**src/rtl/assert_macros.svh**
```systemverilog
// Assertion helpers shared by the RTL files.
`ifndef ASSERT_MACROS_SVH
`define ASSERT_MACROS_SVH

// Clocked property check, disabled while reset is high.
`define ASSERT_AT(label, clk, rst, prop) \
  label: assert property (@(posedge clk) disable iff (rst) (prop)) \
    else $error("assertion failed");

// Condition that must never be true on a clock edge.
`define ASSERT_NEVER(label, clk, rst, cond) \
  `ASSERT_AT(label, clk, rst, !(cond))

`endif

```
**src/rtl/pfb_pkg.sv**
```systemverilog
// ----------------------------------------------------------------------------
// pfb_pkg
// Types, codes and defaults shared by the page framebuffer pixel engine.
// ----------------------------------------------------------------------------
package pfb_pkg;

  // Default panel geometry
  localparam int PANEL_WIDTH_DEF  = 84;
  localparam int PANEL_HEIGHT_DEF = 48;

  // Address space reachable from 8-bit physical coordinates (page * width + column)
  localparam int FULL_ADDR_W = 14;

  // Command codes
  localparam logic [1:0] CMD_DRAW  = 2'd0;
  localparam logic [1:0] CMD_CLEAR = 2'd1;
  localparam logic [1:0] CMD_READ  = 2'd2;

  // Color codes
  localparam logic [7:0] COLOR_CLEAR  = 8'd0;
  localparam logic [7:0] COLOR_SET    = 8'd1;
  localparam logic [7:0] COLOR_TOGGLE = 8'd2;

  // Rotation codes
  localparam logic [1:0] ROT_0   = 2'd0;
  localparam logic [1:0] ROT_90  = 2'd1;
  localparam logic [1:0] ROT_180 = 2'd2;
  localparam logic [1:0] ROT_270 = 2'd3;

  typedef logic [1:0] rot_t;

  typedef struct packed {
    logic [1:0]         cmd;
    logic signed [15:0] x;
    logic signed [15:0] y;
    logic [7:0]         color;
    logic [8:0]         byte_index;
  } req_t;

  typedef struct packed {
    logic [7:0] read_data;
    logic       last_byte;
    logic       clipped;
  } rsp_t;

  // Controller to datapath
  typedef struct packed {
    logic load_req;
    logic calc;
    logic commit;
    logic clr_step;
  } ctl_cmd_t;

  // Datapath to controller
  typedef struct packed {
    logic is_clear;
    logic clr_last;
  } dp_status_t;

endpackage

```
**src/rtl/pfb_ram.sv**
```systemverilog
// ----------------------------------------------------------------------------
// pfb_ram
// Single-port RAM with registered read data.
// ----------------------------------------------------------------------------
module pfb_ram #(
  parameter int WIDTH = 8,
  parameter int DEPTH = 504
) (
  input  logic                     clk,
  input  logic                     we,
  input  logic [$clog2(DEPTH)-1:0] addr,
  input  logic [WIDTH-1:0]         wdata,
  output logic [WIDTH-1:0]         rdata
);

  logic [WIDTH-1:0] mem [DEPTH];

  // Write when enabled; registered read returns the old byte during a write
  always_ff @(posedge clk) begin
    if (we) begin
      mem[addr] <= wdata;
    end
    rdata <= mem[addr];
  end

endmodule

```
**src/rtl/pfb_datapath.sv**
```systemverilog
// ----------------------------------------------------------------------------
// pfb_datapath
// Request register, clip and rotation mapping, frame store, clear counter
// and response register.
// ----------------------------------------------------------------------------
module pfb_datapath #(
  parameter int PANEL_WIDTH  = pfb_pkg::PANEL_WIDTH_DEF,
  parameter int PANEL_HEIGHT = pfb_pkg::PANEL_HEIGHT_DEF
) (
  input  logic                 clk,
  input  logic                 rst,
  input  pfb_pkg::req_t        req,
  input  logic                 cfg_write,
  input  pfb_pkg::rot_t        cfg_data,
  input  pfb_pkg::ctl_cmd_t    ctl,
  output pfb_pkg::dp_status_t  status,
  output pfb_pkg::rsp_t        rsp
);
  import pfb_pkg::*;

  localparam int STORE_BYTES = PANEL_WIDTH * (PANEL_HEIGHT / 8);
  localparam int AW          = $clog2(STORE_BYTES);

  localparam logic [7:0] W8  = 8'(PANEL_WIDTH);
  localparam logic [7:0] H8  = 8'(PANEL_HEIGHT);
  localparam logic [7:0] WM1 = 8'(PANEL_WIDTH - 1);
  localparam logic [7:0] HM1 = 8'(PANEL_HEIGHT - 1);
  localparam logic [FULL_ADDR_W-1:0] STORE_FULL = FULL_ADDR_W'(STORE_BYTES);
  localparam logic [FULL_ADDR_W-1:0] LAST_FULL  = FULL_ADDR_W'(STORE_BYTES - 1);
  localparam logic [AW-1:0]          LAST_ADDR  = AW'(STORE_BYTES - 1);

  req_t          req_q;
  rot_t          rotation;
  logic [AW-1:0] addr_q;
  logic [2:0]    bit_q;
  logic          hit_q;
  logic          clip_q;
  logic          last_q;
  logic [AW-1:0] clr_cnt;
  rsp_t          rsp_q;

  logic                   swapped;
  logic [7:0]             rw;
  logic [7:0]             rh;
  logic                   clip;
  logic [7:0]             px;
  logic [7:0]             py;
  logic [FULL_ADDR_W-1:0] draw_full;
  logic [FULL_ADDR_W-1:0] idx_full;
  logic [FULL_ADDR_W-1:0] addr_calc;
  logic                   hit_calc;
  logic                   last_calc;

  logic          ram_we;
  logic [AW-1:0] ram_addr;
  logic [7:0]    ram_wdata;
  logic [7:0]    rdata;
  logic [7:0]    mask;
  logic [7:0]    modified;
  logic          is_draw;
  logic          is_read;

  // Hold the rotation register
  always_ff @(posedge clk) begin
    if (rst) begin
      rotation <= ROT_0;
    end else if (cfg_write) begin
      rotation <= cfg_data;
    end
  end

  // Capture the request
  always_ff @(posedge clk) begin
    if (ctl.load_req) begin
      req_q <= req;
    end
  end

  // Clip against the rotated panel
  always_comb begin
    swapped = (rotation == ROT_90) || (rotation == ROT_270);
    rw      = swapped ? H8 : W8;
    rh      = swapped ? W8 : H8;
    clip    = req_q.x[15] || (req_q.x[14:0] >= 15'(rw)) ||
              req_q.y[15] || (req_q.y[14:0] >= 15'(rh));
  end

  // Map rotated point to the physical panel
  always_comb begin
    case (rotation)
      ROT_90: begin
        px = req_q.y[7:0];
        py = HM1 - req_q.x[7:0];
      end
      ROT_180: begin
        px = WM1 - req_q.x[7:0];
        py = HM1 - req_q.y[7:0];
      end
      ROT_270: begin
        px = WM1 - req_q.y[7:0];
        py = req_q.x[7:0];
      end
      default: begin
        px = req_q.x[7:0];
        py = req_q.y[7:0];
      end
    endcase
  end

  // Form the byte address for draw or read
  always_comb begin
    draw_full = FULL_ADDR_W'(py[7:3]) * FULL_ADDR_W'(W8) + FULL_ADDR_W'(px);
    idx_full  = FULL_ADDR_W'(req_q.byte_index);
    if (req_q.cmd == CMD_READ) begin
      addr_calc = idx_full;
      hit_calc  = idx_full < STORE_FULL;
      last_calc = idx_full == LAST_FULL;
    end else begin
      addr_calc = draw_full;
      hit_calc  = !clip && (draw_full < STORE_FULL);
      last_calc = 1'b0;
    end
  end

  // Register the address stage
  always_ff @(posedge clk) begin
    if (ctl.calc) begin
      addr_q <= addr_calc[AW-1:0];
      bit_q  <= py[2:0];
      hit_q  <= hit_calc;
      clip_q <= clip;
      last_q <= last_calc;
    end
  end

  // Advance the clear sweep; restart it when a clear request commits
  always_ff @(posedge clk) begin
    if (rst) begin
      clr_cnt <= '0;
    end else if (ctl.commit && status.is_clear) begin
      clr_cnt <= '0;
    end else if (ctl.clr_step) begin
      clr_cnt <= clr_cnt + AW'(1);
    end
  end

  // Modify the fetched byte
  always_comb begin
    is_draw = req_q.cmd == CMD_DRAW;
    is_read = req_q.cmd == CMD_READ;
    mask    = 8'd1 << bit_q;
    case (req_q.color)
      COLOR_SET:    modified = rdata | mask;
      COLOR_CLEAR:  modified = rdata & ~mask;
      COLOR_TOGGLE: modified = rdata ^ mask;
      default:      modified = rdata;
    endcase
  end

  // Steer the store port between the sweep and read-modify-write
  always_comb begin
    ram_we    = ctl.clr_step || (ctl.commit && is_draw && hit_q);
    ram_addr  = ctl.clr_step ? clr_cnt : addr_q;
    ram_wdata = ctl.clr_step ? 8'd0 : modified;
  end

  pfb_ram #(
    .WIDTH (8),
    .DEPTH (STORE_BYTES)
  ) u_store (
    .clk   (clk),
    .we    (ram_we),
    .addr  (ram_addr),
    .wdata (ram_wdata),
    .rdata (rdata)
  );

  // Load the response on commit
  always_ff @(posedge clk) begin
    if (ctl.commit) begin
      rsp_q.read_data <= (is_read && hit_q) ? rdata : 8'd0;
      rsp_q.last_byte <= is_read && last_q;
      rsp_q.clipped   <= is_draw && clip_q;
    end
  end

  assign rsp             = rsp_q;
  assign status.is_clear = req_q.cmd == CMD_CLEAR;
  assign status.clr_last = clr_cnt == LAST_ADDR;

endmodule

```
**config.mk**
```make
export PLATFORM = sky130hd
export DESIGN_NAME = pfb_datapath
export DESIGN_NICKNAME = d
export VERILOG_FILES = /design/src/rtl/assert_macros.svh /design/src/rtl/pfb_pkg.sv /design/src/rtl/pfb_ram.sv /design/src/rtl/pfb_datapath.sv
export SDC_FILE = /design/constraint.sdc
export NUM_CORES = 2
export LEC_CHECK = 0
export BUFFER_PORTS_ARGS = -buffer_cell sky130_fd_sc_hd__buf_2
export CAP_MARGIN = 30
export CORE_MARGIN = 2
export CORE_UTILIZATION = 30
export CTS_CLUSTER_DIAMETER = 120
export CTS_CLUSTER_SIZE = 12
export DETAILED_ROUTE_END_ITERATION = 16
export PLACE_DENSITY_LB_ADDON = 0.08
export SKIP_CTS_REPAIR_TIMING = 1
export SLEW_MARGIN = 20
export SYNTH_ARGS = -nofsm -noshare
export SYNTH_HDL_FRONTEND = slang
export SYNTH_SLANG_ARGS = --single-unit
export TNS_END_PERCENT = 10
```
**constraint.sdc**
```tcl
create_clock -name clk -period 51.8 [get_ports clk]
set_input_delay 7.77 -clock clk [delete_from_list [all_inputs] [get_ports clk]]
set_output_delay 7.77 -clock clk [all_outputs]
set_load 0.01 [all_outputs]
```
== Word-level counts from Yosys, hierarchy flattened ==
Memories as Yosys holds them, arrays and structs flattened. A register that Yosys moved wholly into a read port is not among the register bits.
Cells that the tools add are included.

* Bits in registers: 87
* Bits in writable memories: 4,032
* Input bits: 60
* Logic and storage cells: 68
* Memories: 1

{| class="wikitable"
|+ Memories
! memory !! depth !! width !! read ports !! clocked after Yosys merged registers in !! write ports !! line !! text
|-
| u_store.mem || 504 || 8 || 1 || 1 || 1 || pfb_ram.sv:16 || <nowiki>logic [WIDTH-1:0] mem [DEPTH];</nowiki>
|}

* Add/sub/neg operators: 6
* Multiply operators: 1
* Order comparisons: 4
* Equality and inequality tests: 9
* Shift operators: 1
* Mux-type cells: 11
* Bitwise logic cells: 4
* Reduce and logical (&&, ||, !) cells: 16

{| class="wikitable"
|+ Operator list
! kind !! count
|-
| $pmux W8 S3 || 3
|-
| $ge A15 B7 Y1 || 2
|-
| $eq A9 B9 Y1 const B || 2
|-
| $mux W9 || 2
|-
| $sub A6 B8 Y8 const A || 2
|-
| $sub A7 B8 Y8 const A || 2
|-
| $mux W7 || 2
|-
| $add A12 B8 Y13 || 1
|-
| $lt A13 B9 Y1 const B || 1
|-
| $mul A5 B5 Y10 const B || 1
|-
| $add A9 B1 Y9 const B || 1
|-
| $lt A9 B9 Y1 const B || 1
|-
| $and A8 B8 Y8 || 1
|-
| $eq A8 B1 Y1 const B || 1
|-
| $eq A8 B2 Y1 const B || 1
|-
| $logic_not A8 Y1 || 1
|-
| $mux W8 || 1
|-
| $not A8 Y8 || 1
|-
| $or A8 B8 Y8 || 1
|-
| $shl A1 B3 Y8 const A || 1
|-
| $xor A8 B8 Y8 || 1
|-
| $logic_and A1 B1 Y1 || 7
|-
| $eq A2 B2 Y1 const B || 3
|-
| $logic_or A1 B1 Y1 || 5
|-
| 5 further kinds || 8
|}

== Depth between registers and ports, before layout ==
* Word-level depth: 10
* Gate-level depth with buffers: 21
* Depth with buffers taken out: 20

== Hierarchy ==
From an unflattened synthesis, not the netlist that was laid out.

* Cell total of the unflattened synthesis: 7,834
* Area total of the unflattened synthesis: 161,895.3 sq um

{| class="wikitable"
|+ Modules (own cells, without submodules)
! module !! times used !! cells each !! area each (sq um) !! sequential area each (sq um)
|-
| pfb_ram || 1 || 7,386 || 156,888.0 || 121,236.3
|-
| pfb_datapath || 1 || 448 || 5,007.3 || 2,502.4
|}

== Worst setup path after synthesis ==
No wires, ideal clock.

* Path type: input-to-reg
* From: in ctl[0] in the netlist's numbering
* To: mem u_store.mem[0][0] (data pin)
* Setup time: 2.536 ns
* Arrival time: 20.349 ns
* Required time: 49.264 ns
* Setup slack: 28.914 ns
* Stages: 6
* Path buffers: 5
* Cells stage by stage: buf_2 > clkbuf_1 > buf_2 > clkbuf_1 > buf_1 > nor2_1

* Longest elaborated chain between the ends: 1

{| class="wikitable"
|+ RTL lines
! what !! line !! text
|-
| start: declaration || pfb_datapath.sv:15 || <nowiki>input pfb_pkg::ctl_cmd_t ctl,</nowiki>
|-
| $mux W8 || pfb_datapath.sv:164 || <nowiki>ram_wdata = ctl.clr_step ? 8'd0 : modified;</nowiki>
|-
| named net ram_wdata[0] || pfb_datapath.sv:56 || <nowiki>logic [7:0] ram_wdata;</nowiki>
|-
| end: declaration || pfb_ram.sv:16 ||
|}

The timed path passes the listed nets, and every way through them passes these cells.

== Worst setup path after layout ==
* From: in ctl[0] in the netlist's numbering
* To: reg u_store.rdata[7] (read register of u_store.mem)

* Longest elaborated chain between the ends: 1

{| class="wikitable"
|+ RTL lines
! what !! line !! text
|-
| $mux W9 || pfb_datapath.sv:163 || <nowiki>ram_addr = ctl.clr_step ? clr_cnt : addr_q;</nowiki>
|-
| end: declaration || pfb_ram.sv:13 || <nowiki>output logic [WIDTH-1:0] rdata</nowiki>
|}

Every way passes these cells.
A chain may end at the register's enable or synchronous reset.

==> results.cfg <==
[logic_synthesis]
synth-seq-area-share = 0.7785
syn_area_um2 = 158900
async_flop_share = 0
netlist.area_leader.share = 0.7761
ys_top_cells_by_area = edfxtp_1 78%, mux4_2 14%, a22oi_1 2.3%, nor2_1 1.3%, clkbuf_1 0.67%
synth_cell_types = 62
ys_seq_elements = 4127
yosysWarningCount = 0
avgSynthCellArea_um2 = 21.59
synthCells = 7360
synth_ff_type = edfxtp_1
synth_top_cell_by_area = edfxtp_1
synth_nets = 7467
synth-edff-count = 4108

[power]
sw_frac_of_total = 0.2570
clkPwrFrac = 0.348
peakVddDrop_mv = 0.02961
p_switching_mw = 1.896
powerDensity_nw_per_um2 = 40.99
p_int_mw = 5.482
p_seq_frac = 0.530
p_leak_nw = 54.27
combPwrFrac = 0.122

[drt]
vias_per_cell = 5.190
vias = 76858
drt_iter0_markers = 7423
totalWireLength_mm = 490.1
drc = 0
first_pass_iters = 8
final_antenna_net_count = 0
wl_per_cell_um = 33.10

[hold_path]
hold_path.startpoint = clip_q$_DFFE_PP_
holdPathEnd = rsp[0]$_DFFE_PP_
holdCritPathClass = register to register
holdPathStages = 1

[placement]
hpwl_mm = 292.3
pre_cts_ws_ns = 35.28
port_buffers = 71
gp_congestion = 0.7449

[clocking]
clkTransAtPathRegs_ns = 0.07
cts_tree = yes
clk_path_buf_depth = 4
h-tree-depth = 5
clock-sinks = 4127
cts-root-buf = clkbuf_16
cts_made_buffers = 382
clock_latency_ns = 1.01

[critical_path]
required_ns = 52.65
critical_path_class = input pin to register
reg2reg_from = addr_q[0]$_DFFE_PP_
worstRegToRegCells = 12
r2r_setup_slack_ns = 43.88
crit_arrival_ns = 15.91
crit_path_max_fanout = 55
reg2reg_to = u_store.rdata[7]$_DFF_P_
end_kind = register
critPathLaunchType = input pin

[sta]
post-route-period-util = 0.2908
max_freq_ghz = 0.06638
clock_skew_ns = 0.07955
setup_tns_ns = 0
hold_violations = 0
rsz0062_at_grt = no
slew_headroom = 0.2912
setup-violations-final = 0
final-max-slew-violation-count = 0
layout_setup_ws_ns = 36.74
worst_slew_pin_slew_ns = 1.052
fin_crit_ns = 15.06

[layout]
layout-drive-gt1-share = 0.2484
layout_common_cells = 4108 x edfxtp_1, 995 x mux4_2, 535 x nor2_1, 462 x a22oi_1, 387 x clkbuf_16
utilization = 0.3408
syn_to_final_growth_pct = 13.26
fin_nets = 7818
final_common_cell = edfxtp_1

[job]
drv_cap = 0

[grt]
grt_antenna_before_repair = 35
grt_pass1_wl_mm = 672.3
grt_overflow_total = 0
grt_max_degree = 189
grt.total_usage = 0.1784
grt_pass1_vias = 79053

[die]
dieArea_um2 = 535600
die_h_um = 731.9
rows = 267
start_util = 0.3009
ios = 72
fp.coreArea_um2 = 528200
die_w_um = 731.9

[run_status]
outcome = finished, final reports clean
## metal layers
layer,part of all wire,vias up,global-route usage,wire (um)
li1,-,31557,-,-
met1,0.45,42571,0.2529,218800
met2,0.48,2216,0.2891,233600
met3,0.057,508,0.03140,27810
met4,0.020,6,0.03643,9891
met5,0.000084,-,0,41
## area by class of cell
type,instances,area (um2)
multi-input cells,2741,33520
clock buffers,450,9921
repair buffers,426,3557
diodes,17,42.54
fillers,49112,348100
clock inverters,21,362.8
inverters,33,123.9
well taps,6994,8751
flip-flops and latches,4127,123700
## cells by family (layout without fill, tap and decap cells)
kind of cell	count (synthesis)	count (layout)	synth area share
AO/OA/AOI/OAI	745	745	0.03351
XOR/XNOR	23	23	0.001267
adder cells (fa/ha/maj)	47	47	0.003794
buffers and inverters	492	930	0.01377
flip-flops	4127	4127	0.7785
multiplexers	1066	1066	0.1456
other	0	17	0
AND/OR/NAND/NOR	860	860	0.02355
## how the worst max path moves through the flow
| stage | start | endpoint | slack [ns] | cells after the start |
|---|---|---|---|---|
| 2_1_floorplan | ctl[0] | u_store.mem[0][0]$_DFFE_PP_ | 28.91 | 6 |
| 3_3_place_gp | ctl[0] | u_store.rdata[7]$_DFF_P_ | 35.22 | 14 |
| 3_5_place_dp | ctl[0] | u_store.rdata[7]$_DFF_P_ | 35.28 | 14 |
| 4_1_cts | ctl[0] | u_store.rdata[7]$_DFF_P_ | 36.36 | 14 |
| 5_1_grt | ctl[0] | u_store.rdata[7]$_DFF_P_ | 36.09 | 14 |
| 6_report | ctl[0] | u_store.rdata[7]$_DFF_P_ | 36.74 | 14 |
## sequential cells by signal, summed over array words and instances, names as in the netlist
name           flops
u_store.rdata      8
clr_cnt            9
bit_q              3
last_q             1
addr_q             9
idx_full           9
hit_q              1
rotation           2
u_store.mem     4032
req_q             42
clip_q             1
rsp               10
## worst max-delay path, stage by stage
cell and delay (ns):
buf_2 0.20, buf_4 0.59, mux2_8 0.78, buf_4 0.62
buf_4 0.66, buf_4 0.67, buf_4 0.78, buf_4 0.79
mux4_2 0.60, a22oi_1 0.39, nand4_1 0.20, nor3_1 0.78
o2111ai_1 0.17, or4_1 0.54
## power groups by stage
stage,Sequential (mW),Combinational (mW),Clock [mW]
final,3.91,0.897,2.57
after floorplan,4.11,0.490,0
after global placement,3.98,0.895,0
after global routing,3.91,0.968,2.76
after CTS,3.91,0.916,2.65
after detailed placement,3.98,0.915,0
## through the flow
step                power, mW  hold slack, ns  std cells  area (um2)
floorplan               4.601          0.4967       7360      158900
global placement        4.878          0.5293      14163      168100
detailed placement      4.899          0.5291      14267      169000
CTS                     7.480          0.5468      14738      179300
global route            7.642          0.5722      14795      180000
finish                  7.378          0.5456      14809      180000
## Yosys cell counts (all sizes together), types with 8 or more instances
master / count
a211oi: 29
a21oi: 29
a22oi: 478
and2: 8
and3: 14
buf: 177
clkbuf: 282
dfxtp: 19
edfxtp: 4108
ha: 45
inv: 32
mux2: 10
mux2i: 61
mux4: 995
nand2: 98
nand3: 11
nand3b: 11
nand4: 93
nor2: 561
nor2b: 19
nor3: 14
o21ai: 62
o22ai: 69
o31ai: 24
or3: 8
xnor2: 10
xor2: 13
No activity file was read; power rests on OpenSTA's default activity.
