===== src/rtl/assert_macros.svh =====
// Assertion helpers shared by the RTL files.
`ifndef ASSERT_MACROS_SVH
`define ASSERT_MACROS_SVH

// Clocked property check, disabled while reset is high.
`define ASSERT_AT(label, clk, rst, prop) \
  label: assert property (@(posedge clk) disable iff (rst) (prop)) \
    else $error("assertion failed");

// Condition that must never be true on a clock edge.
`define ASSERT_NEVER(label, clk, rst, cond) \
  `ASSERT_AT(label, clk, rst, !(cond))

`endif


===== src/rtl/pfb_pkg.sv =====
// ----------------------------------------------------------------------------
// pfb_pkg
// Types, codes and defaults shared by the page framebuffer pixel engine.
// ----------------------------------------------------------------------------
package pfb_pkg;

  // Default panel geometry
  localparam int PANEL_WIDTH_DEF  = 84;
  localparam int PANEL_HEIGHT_DEF = 48;

  // Address space reachable from 8-bit physical coordinates (page * width + column)
  localparam int FULL_ADDR_W = 14;

  // Command codes
  localparam logic [1:0] CMD_DRAW  = 2'd0;
  localparam logic [1:0] CMD_CLEAR = 2'd1;
  localparam logic [1:0] CMD_READ  = 2'd2;

  // Color codes
  localparam logic [7:0] COLOR_CLEAR  = 8'd0;
  localparam logic [7:0] COLOR_SET    = 8'd1;
  localparam logic [7:0] COLOR_TOGGLE = 8'd2;

  // Rotation codes
  localparam logic [1:0] ROT_0   = 2'd0;
  localparam logic [1:0] ROT_90  = 2'd1;
  localparam logic [1:0] ROT_180 = 2'd2;
  localparam logic [1:0] ROT_270 = 2'd3;

  typedef logic [1:0] rot_t;

  typedef struct packed {
    logic [1:0]         cmd;
    logic signed [15:0] x;
    logic signed [15:0] y;
    logic [7:0]         color;
    logic [8:0]         byte_index;
  } req_t;

  typedef struct packed {
    logic [7:0] read_data;
    logic       last_byte;
    logic       clipped;
  } rsp_t;

  // Controller to datapath
  typedef struct packed {
    logic load_req;
    logic calc;
    logic commit;
    logic clr_step;
  } ctl_cmd_t;

  // Datapath to controller
  typedef struct packed {
    logic is_clear;
    logic clr_last;
  } dp_status_t;

endpackage


===== src/rtl/pfb_ctrl.sv =====
// ----------------------------------------------------------------------------
// pfb_ctrl
// Sequencer: clear sweep, request intake, address, fetch, commit, and the
// response valid flag.
// ----------------------------------------------------------------------------
`include "assert_macros.svh"

module pfb_ctrl (
  input  logic                clk,
  input  logic                rst,
  input  logic                req_valid,
  output logic                req_stall,
  output logic                rsp_valid,
  input  logic                rsp_stall,
  input  pfb_pkg::dp_status_t status,
  output pfb_pkg::ctl_cmd_t   ctl
);
  import pfb_pkg::*;

  localparam logic [2:0] ST_CLEAR = 3'd0;
  localparam logic [2:0] ST_IDLE  = 3'd1;
  localparam logic [2:0] ST_CALC  = 3'd2;
  localparam logic [2:0] ST_READ  = 3'd3;
  localparam logic [2:0] ST_MOD   = 3'd4;

  logic [2:0] state;
  logic [2:0] state_next;
  logic       slot_free;

  assign req_stall = state != ST_IDLE;
  assign slot_free = !rsp_valid || !rsp_stall;

  // Issue commands for the current state
  always_comb begin
    ctl          = '0;
    ctl.load_req = (state == ST_IDLE) && req_valid;
    ctl.calc     = state == ST_CALC;
    ctl.commit   = (state == ST_MOD) && slot_free;
    ctl.clr_step = state == ST_CLEAR;
  end

  // Next state
  always_comb begin
    state_next = state;
    case (state)
      ST_CLEAR: if (status.clr_last) state_next = ST_IDLE;
      ST_IDLE:  if (req_valid) state_next = ST_CALC;
      ST_CALC:  state_next = ST_READ;
      ST_READ:  state_next = ST_MOD;
      ST_MOD: begin
        if (slot_free) begin
          state_next = status.is_clear ? ST_CLEAR : ST_IDLE;
        end
      end
      default:  state_next = ST_CLEAR;
    endcase
  end

  // Sweep the store after reset
  always_ff @(posedge clk) begin
    if (rst) begin
      state <= ST_CLEAR;
    end else begin
      state <= state_next;
    end
  end

  // Hold the response until it is taken
  always_ff @(posedge clk) begin
    if (rst) begin
      rsp_valid <= 1'b0;
    end else if (ctl.commit) begin
      rsp_valid <= 1'b1;
    end else if (!rsp_stall) begin
      rsp_valid <= 1'b0;
    end
  end

  `ASSERT_AT(a_commit_slot_free, clk, rst, ctl.commit |-> (!rsp_valid || !rsp_stall))
  `ASSERT_NEVER(a_commit_during_sweep, clk, rst, ctl.commit && ctl.clr_step)
  `ASSERT_AT(a_accept_starts_calc, clk, rst, (req_valid && !req_stall) |=> (state == ST_CALC))

endmodule


===== config.mk =====
export PLATFORM = sky130hd
export DESIGN_NAME = pfb_ctrl
export DESIGN_NICKNAME = d
export VERILOG_FILES = /design/src/rtl/pfb_pkg.sv /design/src/rtl/pfb_ctrl.sv
export VERILOG_INCLUDE_DIRS = /design/src /design/src/rtl
export SDC_FILE = /design/constraint.sdc
export NUM_CORES = 1
export LEC_CHECK = 0
export BUFFER_PORTS_ARGS = -buffer_cell sky130_fd_sc_hd__clkbuf_2
export CAP_MARGIN = 30
export CORE_AREA = 2 2 39 41
export CTS_CLUSTER_SIZE = 40
export DETAILED_ROUTE_END_ITERATION = 6
export DIE_AREA = 0 0 41 43
export GPL_TIMING_DRIVEN = 1
export MAX_ROUTING_LAYER = met4
export PLACE_DENSITY_LB_ADDON = 0.3
export SLEW_MARGIN = 20
export SYNTH_ARGS = -nofsm -noshare
export SYNTH_HDL_FRONTEND = slang
export SYNTH_SLANG_ARGS = --single-unit
export TNS_END_PERCENT = 100

===== constraint.sdc =====
create_clock -name clk -period 3.05 [get_ports clk]
set_input_delay 0.61 -clock clk [delete_from_list [all_inputs] [get_ports clk]]
set_output_delay 0.61 -clock clk [all_outputs]
set_load 0.02 [all_outputs]

; ---- After elaboration in Yosys (flattened, before gate mapping)
; Cells that the tools add are included.
[classes]
n_eq_ne = 9
mux = 7
reduce_logical = 7
[ops]
columns = operator, n
row1 = $pmux W3 S5, 1
row2 = $mux W3, 3
row3 = $eq A3 B2 Y1 const B, 2
row4 = $ne A2 B2 Y1 const B, 3
row5 = $eq A3 B1 Y1 const B, 1
row6 = $eq A3 B3 Y1 const B, 1
row7 = $logic_not A3 Y1, 1
row8 = $mux W1, 3
row9 = $ne A3 B1 Y1 const B, 1
row10 = $reduce_and A3 Y1, 1
row11 = $logic_and A1 B1 Y1, 2
row12 = $logic_not A1 Y1, 2
row13 = $ne A2 B1 Y1 const B, 1
row14 = $logic_or A1 B1 Y1, 1
[word_totals]
ff_bits = 4
input_bits = 6
out_inout_bits = 6
wordCells = 25

; ---- Logic depth before layout (Yosys ltp)
; Gate-level depths: netlist of the first run.
[depth]
depth_word = 4
ltp_mapped = 3
mapped_depth_nobuf = 3

; ---- Least setup slack after synthesis of the first run
; No wires, ideal clock.
[synth_timing]
path_type = register -> output
startpoint = reg state[2]
endpoint = out ctl[1] (netlist bit)
arrival_time_ps = 1140
required_ps = 2440
setup_slack_ps = 1300
path_stages_with_launch = 4
path_buffers = 0
cell_sequence = dfxtp_1 > inv_1 > or3_1 > a21oi_1
[synth_lines]
columns = element, line_no
row1 = start: declaration, pfb_ctrl.sv:26  ; logic [2:0] state;
row2 = start signal: assignment, pfb_ctrl.sv:64  ; state <= state_next;
row3 = end: declaration, pfb_ctrl.sv:16  ; output pfb_pkg::ctl_cmd_t ctl

==> results of run 1 <==
[path summary, 6_finish.rpt]
kind         cells past startpoint        to  slack (ns)
max reg2reg                      3  state[1]        1.93
min                              2  state[2]        0.52
max                              4    ctl[1]        1.02
min reg2reg                      2  state[2]        0.52
[area by class of cell]
class,count,area (um^2)
Multi-Input combinational cell,17,106
Timing Repair Buffer,11,55.1
Fill cell,156,1090
Inverter,2,7.51
Clock buffer,3,22.5
Tap cell,16,20.0
Sequential cell,4,80.1
[cells in the final DEF, fill, tap and decap left out]
master    count
nor3b_1       2
o21ba_1       1
nand2_1       1
nand3_1       2
clkbuf_2     11
a21oi_1       4
o21ai_0       1
inv_1         2
nor3_1        1
dfxtp_1       4
nand3b_1      1
or3_1         1
clkbuf_4      3
or3b_1        1
nor2_2        1
o311ai_0      1
[kinds of logic after synthesis]
group	count (synthesis)	synth area share (%)
flip-flops	4	41.3
AND/OR/NAND/NOR	10	32.3
buffers and inverters	2	3.87
AO/OA/AOI/OAI	7	22.6
[layer usage]
metal / GRT usage [%] / part of all wire (%)
met1: 9.32 / 58
met2: 7.81 / 31
met3: 6.28 / 12
met4: 2.00 / 0
met5: - / 0
[sequential cells by signal (all words and copies together) (netlist names)]
signal and cells:
state 3, rsp_valid 1
[worst max-delay path, stage by stage (launching register included)]
cell and delay [ns]:
dfxtp_1 0.39, inv_1 0.09, or3_1 0.41, a21oi_1 0.13
clkbuf_2 0.18
[per-stage QoR]
| stage | cells | utilization (%) | cell area [um^2] |
|---|---|---|---|
| floorplan | 23 | - | 194 |
| global placement | 50 | 19.4 | 269 |
| detailed placement | 50 | 19.4 | 269 |
| CTS | 53 | 21.1 | 292 |
| global route | 53 | 21.1 | 292 |
| finish | 53 | 21.1 | 292 |
[power breakdown]
| group | switching (uW) | internal (uW) |
|---|---|---|
| combinational | 15.5 | 11.0 |
| sequential | 4.61 | 55.4 |
| clock | 20.9 | 44.0 |
[cell usage after synthesis (all sizes together)]
master  n  share of area [%]
nand3   2                5.2
nand2   1                1.9
a21oi   4                 10
nor3b   2                7.7
o21ai   1                2.6
o311ai  1                4.5
nor2    1                3.2
inv     2                3.9
or3     1                3.2
nor3    1                2.6
o21ba   1                5.2
dfxtp   4                 41
or3b    1                4.5
nand3b  1                3.9
==> results by group, run 1 <==
Floorplanning
  • Core ar.: 0.00138 mm^2
  • Core Rows: 14
  • Die H: 43 um
  • Die X: 41 um
  • Number of top-level pins: 12
  • Die area: 0.00176 mm^2
  • Effective utilization at floorplan: 14.0%

Placement
  • Final HPWL DP: 376 um
  • PortBufs: 11
  • Place WS: 1.28 ns
  • GPL Wtd Cong: 0.657

Timing
  • Fin. max-slew vios: 0
  • Minimum clock period after layout: 2.03 ns
  • Hold Violations, Final: 0
  • RSZ-0062 raised after global routing: false
  • Hold_ws: 0.515 ns
  • Final worst-path cycle share: 66.6%
  • Final setup fails: 0
  • Worst Slack Setup Final: 1.02 ns
  • Slew Limit Headroom: 75.4%
  • Worst-Margin Slew: 0.365 ns
  • Setup TNS: 0 ns
  • Peak Freq: 492 MHz
  • Clock skew: 0.00237 ns

Clock network
  • Setup bufs post-CTS: 0
  • Clock-pin slew on the worst setup and hold paths: 0.04 ns
  • Resize count post-CTS: 0
  • Hold_buf cts: 0
  • Clk Latency, worst-skew pair: 0.23 ns
  • Clock root buffer: clkbuf_4
  • Cts bufs inserted: 3
  • Clock sink count: 4
  • H-tree depth: 1
  • Clk buf depth: 2
  • TritonCTS clock tree: built

Global routing
  • Initial antenna violation count: 0
  • GR Overflow Total: 0
  • First-pass GRT wire length: 786 um
  • Vias in the first global route: 199
  • Total global-route track usage: 7.10%
  • Pin count of the biggest net entering global routing: 9

Worst hold path
  • Worst min path class: flop to flop
  • Hold Path Origin: rsp_valid

Setup path
  • CP endpoint kind: output port
  • RR Startpoint: state[0]
  • Crit. Startpoint: state[2]
  • Crit Path Max Fanout: 5
  • Crit path kind: flop to output port
  • Worst Setup Start Kind: flop
  • Worst Path Arrival: 1.42 ns
  • CP Data Required Time: 2.44 ns

Logic synthesis
  • Netlist cell types: 14
  • Mapped cell area: 194 um^2
  • Share of the yosys chip area belonging to registers: 41.3%
  • Yosys warnings: 0
  • Avg Inst Size Synth: 8.43 um^2
  • #FFs+latches synth: 4
  • Syn Inst Count: 23
  • Net Count, Synth: 29

Detailed routing
  • Post-Route WL: 514 um
  • WL/cell: 9.70 um
  • Pre-Repair DR Iteration Count: 3
  • DRC Markers: 0
  • Final ANT Viol Nets: 0
  • Initial drt markers: 8
  • Routed vias: 204
  • Routed vias/inst: 3.85

Final layout
  • Final net count: 45
  • P&R area growth vs syn: 50.3%
  • Layout cells sized above 1: 40.5%
  • Antenna cells: 0

Power
  • PD cells: 519 mW/mm^2
  • Worst vdd ir: 280 uV
  • Total design power: 151 uW
  • Lkg Pwr: 0.000133 uW

Run status
  • Status: completed

Flow run
  • Max Cap Viol: 0
(Power assumes the default switching activity.)
==> run 2: changes to the inputs <==
- clock period: 3.05 -> 1.85 ns (I/O delays scaled with it)
==> results by group, run 2 (same netlist as run 1, synthesis figures left out) <==
Clock network
  • Clk Latency, worst-skew pair: 0.23 ns (about the same)
  • Resize count post-CTS: 0 (unchanged)
  • Clock-pin slew on the worst setup and hold paths: 0.04 ns (about the same)
  • Cts bufs inserted: 3 (unchanged)
  • Clk buf depth: 2 (unchanged)
  • Clock root buffer: clkbuf_4
  • Clock sink count: 4 (unchanged)
  • Setup bufs post-CTS: 0 (unchanged)
  • TritonCTS clock tree: built
  • H-tree depth: 1 (unchanged)
  • Hold_buf cts: 0 (unchanged)

Timing
  • Setup TNS: 0 ns (unchanged)
  • Slew Limit Headroom: 73.2% (-2.1 points)
  • Hold Violations, Final: 0 (unchanged)
  • Fin. max-slew vios: 0 (unchanged)
  • Worst Slack Setup Final: 0.0763 ns (-0.942 ns)
  • Final setup fails: 0 (unchanged)
  • Final worst-path cycle share: 95.9%
  • Peak Freq: 564 MHz
  • Worst-Margin Slew: 0.396 ns (+0.0317 ns)
  • Clock skew: 0.00456 ns (+0.00220 ns)
  • Minimum clock period after layout: 1.77 ns
  • RSZ-0062 raised after global routing: false
  • Hold_ws: 0.356 ns (-0.160 ns)

Setup path
  • Crit Path Max Fanout: 5 (unchanged)
  • Worst Path Arrival: 1.40 ns (-0.02 ns)
  • R2R Setup Slk: 0.73 ns (-1.20 ns)
  • Crit path kind: flop to output port
  • R2R depth: 3 (unchanged)
  • CP endpoint kind: output port
  • Worst Setup Start Kind: flop
  • Worst reg2reg endpoint: state[1]
  • CP Data Required Time: 1.48 ns (-0.96 ns)
  • RR Startpoint: state[0]

Global routing
  • Vias in the first global route: 181 (-9.0%)
  • Initial antenna violation count: 0 (unchanged)
  • Pin count of the biggest net entering global routing: 9 (unchanged)
  • Total global-route track usage: 6.59% (-0.51 points)
  • GR Overflow Total: 0 (unchanged)
  • First-pass GRT wire length: 710 um (-9.7%)

Detailed routing
  • Post-Route WL: 483 um (-6.0%)
  • Final ANT Viol Nets: 0 (unchanged)
  • Routed vias: 211 (+3.4%)
  • DRC Markers: 0 (unchanged)
  • Pre-Repair DR Iteration Count: 4 (+1)
  • Routed vias/inst: 3.98 (+3.4%)
  • Initial drt markers: 3 (-5)
  • WL/cell: 9.11 um (-6.0%)

Placement
  • Placed Cells incl. Taps: 50 (unchanged)
  • GPL Wtd Cong: 0.604 (-8.1%)
  • Place WS: 0.341 ns (-0.938 ns)
  • Final HPWL DP: 362 um (-3.7%)
  • PortBufs: 11 (unchanged)

Final layout
  • Final net count: 45 (unchanged)
  • Layout cells sized above 1: 40.5% (unchanged)
  • Commonest cells after routing, fill and taps aside: 11 x clkbuf_2, 4 x a21oi_1, 4 x dfxtp_1
  • Antenna cells: 0 (unchanged)
  • P&R area growth vs syn: 50.3% (unchanged)
  • Largest register FFs: 3 (unchanged)
  • Cell Count, Final, Fillers Out: 53 (unchanged)
  • Top reg by flops: state
  • Top Registers: state: 3 flops, rsp_valid: 1 flops
  • Leading cell type in the layout, fill and taps excluded: clkbuf_2

Floorplanning
  • Number of top-level pins: 12 (unchanged)
  • Effective utilization at floorplan: 14.0% (unchanged)
  • Die area: 0.00176 mm^2 (unchanged)
  • Die X: 41 um (unchanged)
  • Die H: 43 um (unchanged)
  • Core Rows: 14 (unchanged)
  • Core ar.: 0.00138 mm^2 (unchanged)

Power
  • Lkg Pwr: 0.000133 uW (unchanged)
  • PD cells: 852 mW/mm^2 (+64%)
  • Worst vdd ir: 325 uV (+16%)
  • Total design power: 248 uW (+64%)

Worst hold path
  • Hold Path Origin: rst
  • Worst min path class: primary input to flop
  • Worst Hold Path Cells: 2 (unchanged)
  • Worst hold endpoint: state[2]

Flow run
  • Max Cap Viol: 0 (unchanged)

Run status
  • Status: completed
==> run 2: cell counts in the layout (fill, tap and decap cells not counted) <==
Identical to the previous run, type by type.
==> run 2: area by class of cell <==
cell class / instances / area, um^2
timing repair buffer: 11 / 55.1
multi-input combinational: 17 / 106
tap: 16 / 20.0
fill: 153 / 1090
clock buffer: 3 / 22.5
sequential: 4 / 80.1
inverter: 2 / 7.51
==> run 2: worst max-delay path by stage <==
stage,from,endpoint,slack (ns),depth (start not counted)
3_3_place_gp,state[2],ctl[1],0.34,4
6_report,state[2],ctl[1],0.08,4
3_5_place_dp,state[2],ctl[1],0.34,4
4_1_cts,state[2],ctl[1],0.07,4
2_1_floorplan,state[2],ctl[1],0.34,3
5_1_grt,state[2],ctl[1],0.02,4
==> run 2: worst max-delay path: stages (launching register included) <==
cell and delay, ns:
dfxtp_1 0.38, inv_1 0.08, or3_1 0.41, a21oi_1 0.13, clkbuf_2 0.18
==> run 2: metrics by stage <==
| stage | utilization, % | cell area [um^2] |
|---|---|---|
| floorplan | - | 194 |
| finish | 21.1 | 292 |
| global route | 21.1 | 292 |
| CTS | 21.1 | 292 |
| global placement | 19.4 | 269 |
| detailed placement | 19.4 | 269 |
==> run 2: where the power goes <==
part | internal, uW | total, uW | leakage, uW | switching [uW]
combinational | 18.2 | 43.9 | 0.0000861 | 25.7
clock | 72.4 | 106 | 0.0000138 | 33.5
sequential | 91.3 | 98.4 | 0.0000327 | 7.13
total | 182 | 248 | 0.000133 | 66.4
==> run 2: per-layer routing <==
layer	GRT usage, %	up-vias	share of wire, %
li1	-	117	-
met1	9.35	82	58
met2	6.25	12	28
met3	6.28	0	13
met4	2.00	0	0
met5	-	-	0
==> run 3: changes to the inputs <==
- BUFFER_PORTS_ARGS: -buffer_cell sky130_fd_sc_hd__clkbuf_2 -> unset
- DONT_BUFFER_PORTS: unset -> 1
==> results by group, run 3 (same netlist as run 1, synthesis figures left out) <==
Timing
  • Hold Violations, Final: 0 (unchanged)
  • Peak Freq: 581 MHz (+3.1%)
  • Clock skew: 0.00532 ns (+0.000762 ns)
  • Setup TNS: 0 ns (unchanged)
  • Minimum clock period after layout: 1.72 ns (-0.0538 ns)
  • Final setup fails: 0 (unchanged)
  • Worst-Margin Slew: 0.297 ns (-0.0991 ns)
  • RSZ-0062 raised after global routing: false
  • Slew Limit Headroom: 79.9% (+6.7 points)
  • Fin. max-slew vios: 0 (unchanged)
  • Final worst-path cycle share: 93.0% (-2.9 points)

Clock network
  • Clock-pin slew on the worst setup and hold paths: 0.04 ns (about the same)
  • Resize count post-CTS: 0 (unchanged)
  • H-tree depth: 1 (unchanged)
  • Cts bufs inserted: 3 (unchanged)
  • Clock sink count: 4 (unchanged)
  • Hold_buf cts: 0 (unchanged)
  • Clock root buffer: clkbuf_4
  • Setup bufs post-CTS: 0 (unchanged)
  • Clk Latency, worst-skew pair: 0.24 ns (about the same)
  • TritonCTS clock tree: built
  • Clk buf depth: 2 (unchanged)

Power
  • Internal cell power: 181 uW (-0.22%)
  • Lkg Pwr: 0.000103 uW (-22%)
  • P_sw: 67.5 uW (+1.6%)
  • Clock power share: 44.4% (+1.7 points)
  • Worst vdd ir: 199 uV (-39%)
  • PD cells: 930 mW/mm^2 (+9.2%)
  • Gate power share: 16.0% (-1.7 points)
  • Total design power: 249 uW (+0.28%)
  • Share of power burned in registers: 39.6% (about the same)
  • Net Sw Frac: 27.1% (+0.36 points)

Setup path
  • Slowest stage cell on the critical path: or3_1
  • Crit-path cells: inv_1 -> or3_1 -> a21oi_1 -> buf_4
  • Crit path kind: flop to output port
  • RR Startpoint: state[0]
  • Worst Path Arrival: 1.35 ns (-0.05 ns)
  • CP Data Required Time: 1.48 ns (about the same)
  • CP peak stage delay: 0.41 ns (about the same)
  • Worst reg2reg endpoint: state[1]
  • CP endpoint kind: output port
  • Worst Setup Start Kind: flop
  • R2R depth: 3 (unchanged)
  • Crit Path Max Fanout: 5 (unchanged)
  • R2R Setup Slk: 0.58 ns (-0.15 ns)

Final layout
  • Top Registers: state: 3 flops, rsp_valid: 1 flops
  • Largest register FFs: 3 (unchanged)
  • Layout cells sized above 1: 31.0% (-9.5 points)
  • Final net count: 37 (-18%)
  • Antenna cells: 0 (unchanged)
  • Leading cell type in the layout, fill and taps excluded: a21oi_1
  • Commonest cells after routing, fill and taps aside: 4 x a21oi_1, 3 x clkbuf_4, 3 x buf_4, 3 x dfxtp_1
  • P&R area growth vs syn: 38.1%
  • Fillers: 158 (+3.3%)
  • Top reg by flops: state

Floorplanning
  • Core ar.: 0.00138 mm^2 (unchanged)
  • Number of top-level pins: 12 (unchanged)
  • Core Rows: 14 (unchanged)
  • Die H: 43 um (unchanged)
  • Effective utilization at floorplan: 14.0% (unchanged)
  • Die area: 0.00176 mm^2 (unchanged)
  • Die X: 41 um (unchanged)

Detailed routing
  • Post-Route WL: 513 um (+6.2%)
  • Final ANT Viol Nets: 0 (unchanged)
  • Initial drt markers: 5 (+2)
  • Routed vias: 198 (-6.2%)
  • Pre-Repair DR Iteration Count: 3 (-1)
  • DRC Markers: 0 (unchanged)
  • WL/cell: 11.4 um (+25%)
  • Routed vias/inst: 4.40 (+11%)

Worst hold path
  • Worst Hold Path Cells: 1 (-1)
  • Hold Path Origin: rst
  • Worst hold endpoint: rsp_valid
  • Worst min path class: primary input to flop

Placement
  • Final HPWL DP: 394 um (+8.9%)
  • GPL Wtd Cong: 0.696 (+15%)
  • PortBufs: 0 (-11)

Global routing
  • Total global-route track usage: 7.73% (+1.1 points)
  • Pin count of the biggest net entering global routing: 9 (unchanged)
  • Vias in the first global route: 229 (+27%)
  • GR Overflow Total: 0 (unchanged)
  • Initial antenna violation count: 0 (unchanged)
  • First-pass GRT wire length: 828 um (+17%)

Run status
  • Status: completed

Flow run
  • Max Cap Viol: 0 (unchanged)
run 3: changes by cell type in the layout (fill, tap and decap cells not counted), sizes merged:
cell    change
clkbuf     -11
buf         +3
run 3: per-stage QoR:
stage / worst slack, ns / hold WS (ns) / cells / cell area [um^2] / utilization [%]
2_1_floorplan: 0.340 / 0.439 / 23 / 194 / -
3_3_place_gp: 0.320 / 0.441 / 42 / 236 / 17.1
3_5_place_dp: 0.293 / 0.442 / 42 / 236 / 17.1
4_1_cts: 0.0258 / 0.186 / 45 / 259 / 18.7
5_1_grt: 0.0414 / 0.186 / 45 / 268 / 19.3
6_report: 0.130 / 0.195 / 45 / 268 / 19.3
run 3: layer usage:
| metal | global-route usage, % | wire length [um] |
|---|---|---|
| met4 | 6.00 | 0 |
| met3 | 6.28 | 86 |
| met1 | 9.39 | 254 |
| met5 | - | 0 |
| met2 | 7.81 | 172 |
run 3: final cells by class:
type	count	area, um^2	area share (%)
sequential	4	81.3	30.4
tap	16	20.0	7.48
inverter	2	7.51	2.80
timing repair buffer	3	22.5	8.41
clock buffer	3	22.5	8.41
multi-input combinational	17	114	42.5
run 3: critical path, delay by kind of cell (launching register included):
kind	cells	cell delay (ns)
buffers and inverters	2	0.22
AOI/OAI and AO/OA	1	0.14
DFF	1	0.35
and+or+nand+nor	1	0.41
run 3: worst max-delay path by stage:
stage,from,end,slack [ns],depth (start not counted)
finish,state[2],ctl[1],0.13,4
global route,state[2],ctl[1],0.04,4
CTS,state[0],ctl[3],0.03,2
detailed placement,state[0],ctl[3],0.29,2
global placement,state[0],ctl[3],0.32,2
floorplan,state[2],ctl[1],0.34,3
run 3: power by group through the flow:
| stage | sequential (uW) | combinational [uW] | clock [uW] |
|---|---|---|---|
| after CTS | 98.2 | 36.2 | 117 |
| final | 98.5 | 39.9 | 111 |
| after global routing | 100 | 43.3 | 122 |
| after global placement | 98.6 | 35.6 | 0 |
| after floorplan | 98.1 | 26.6 | 0 |
| after detailed placement | 99.4 | 36.1 | 0 |
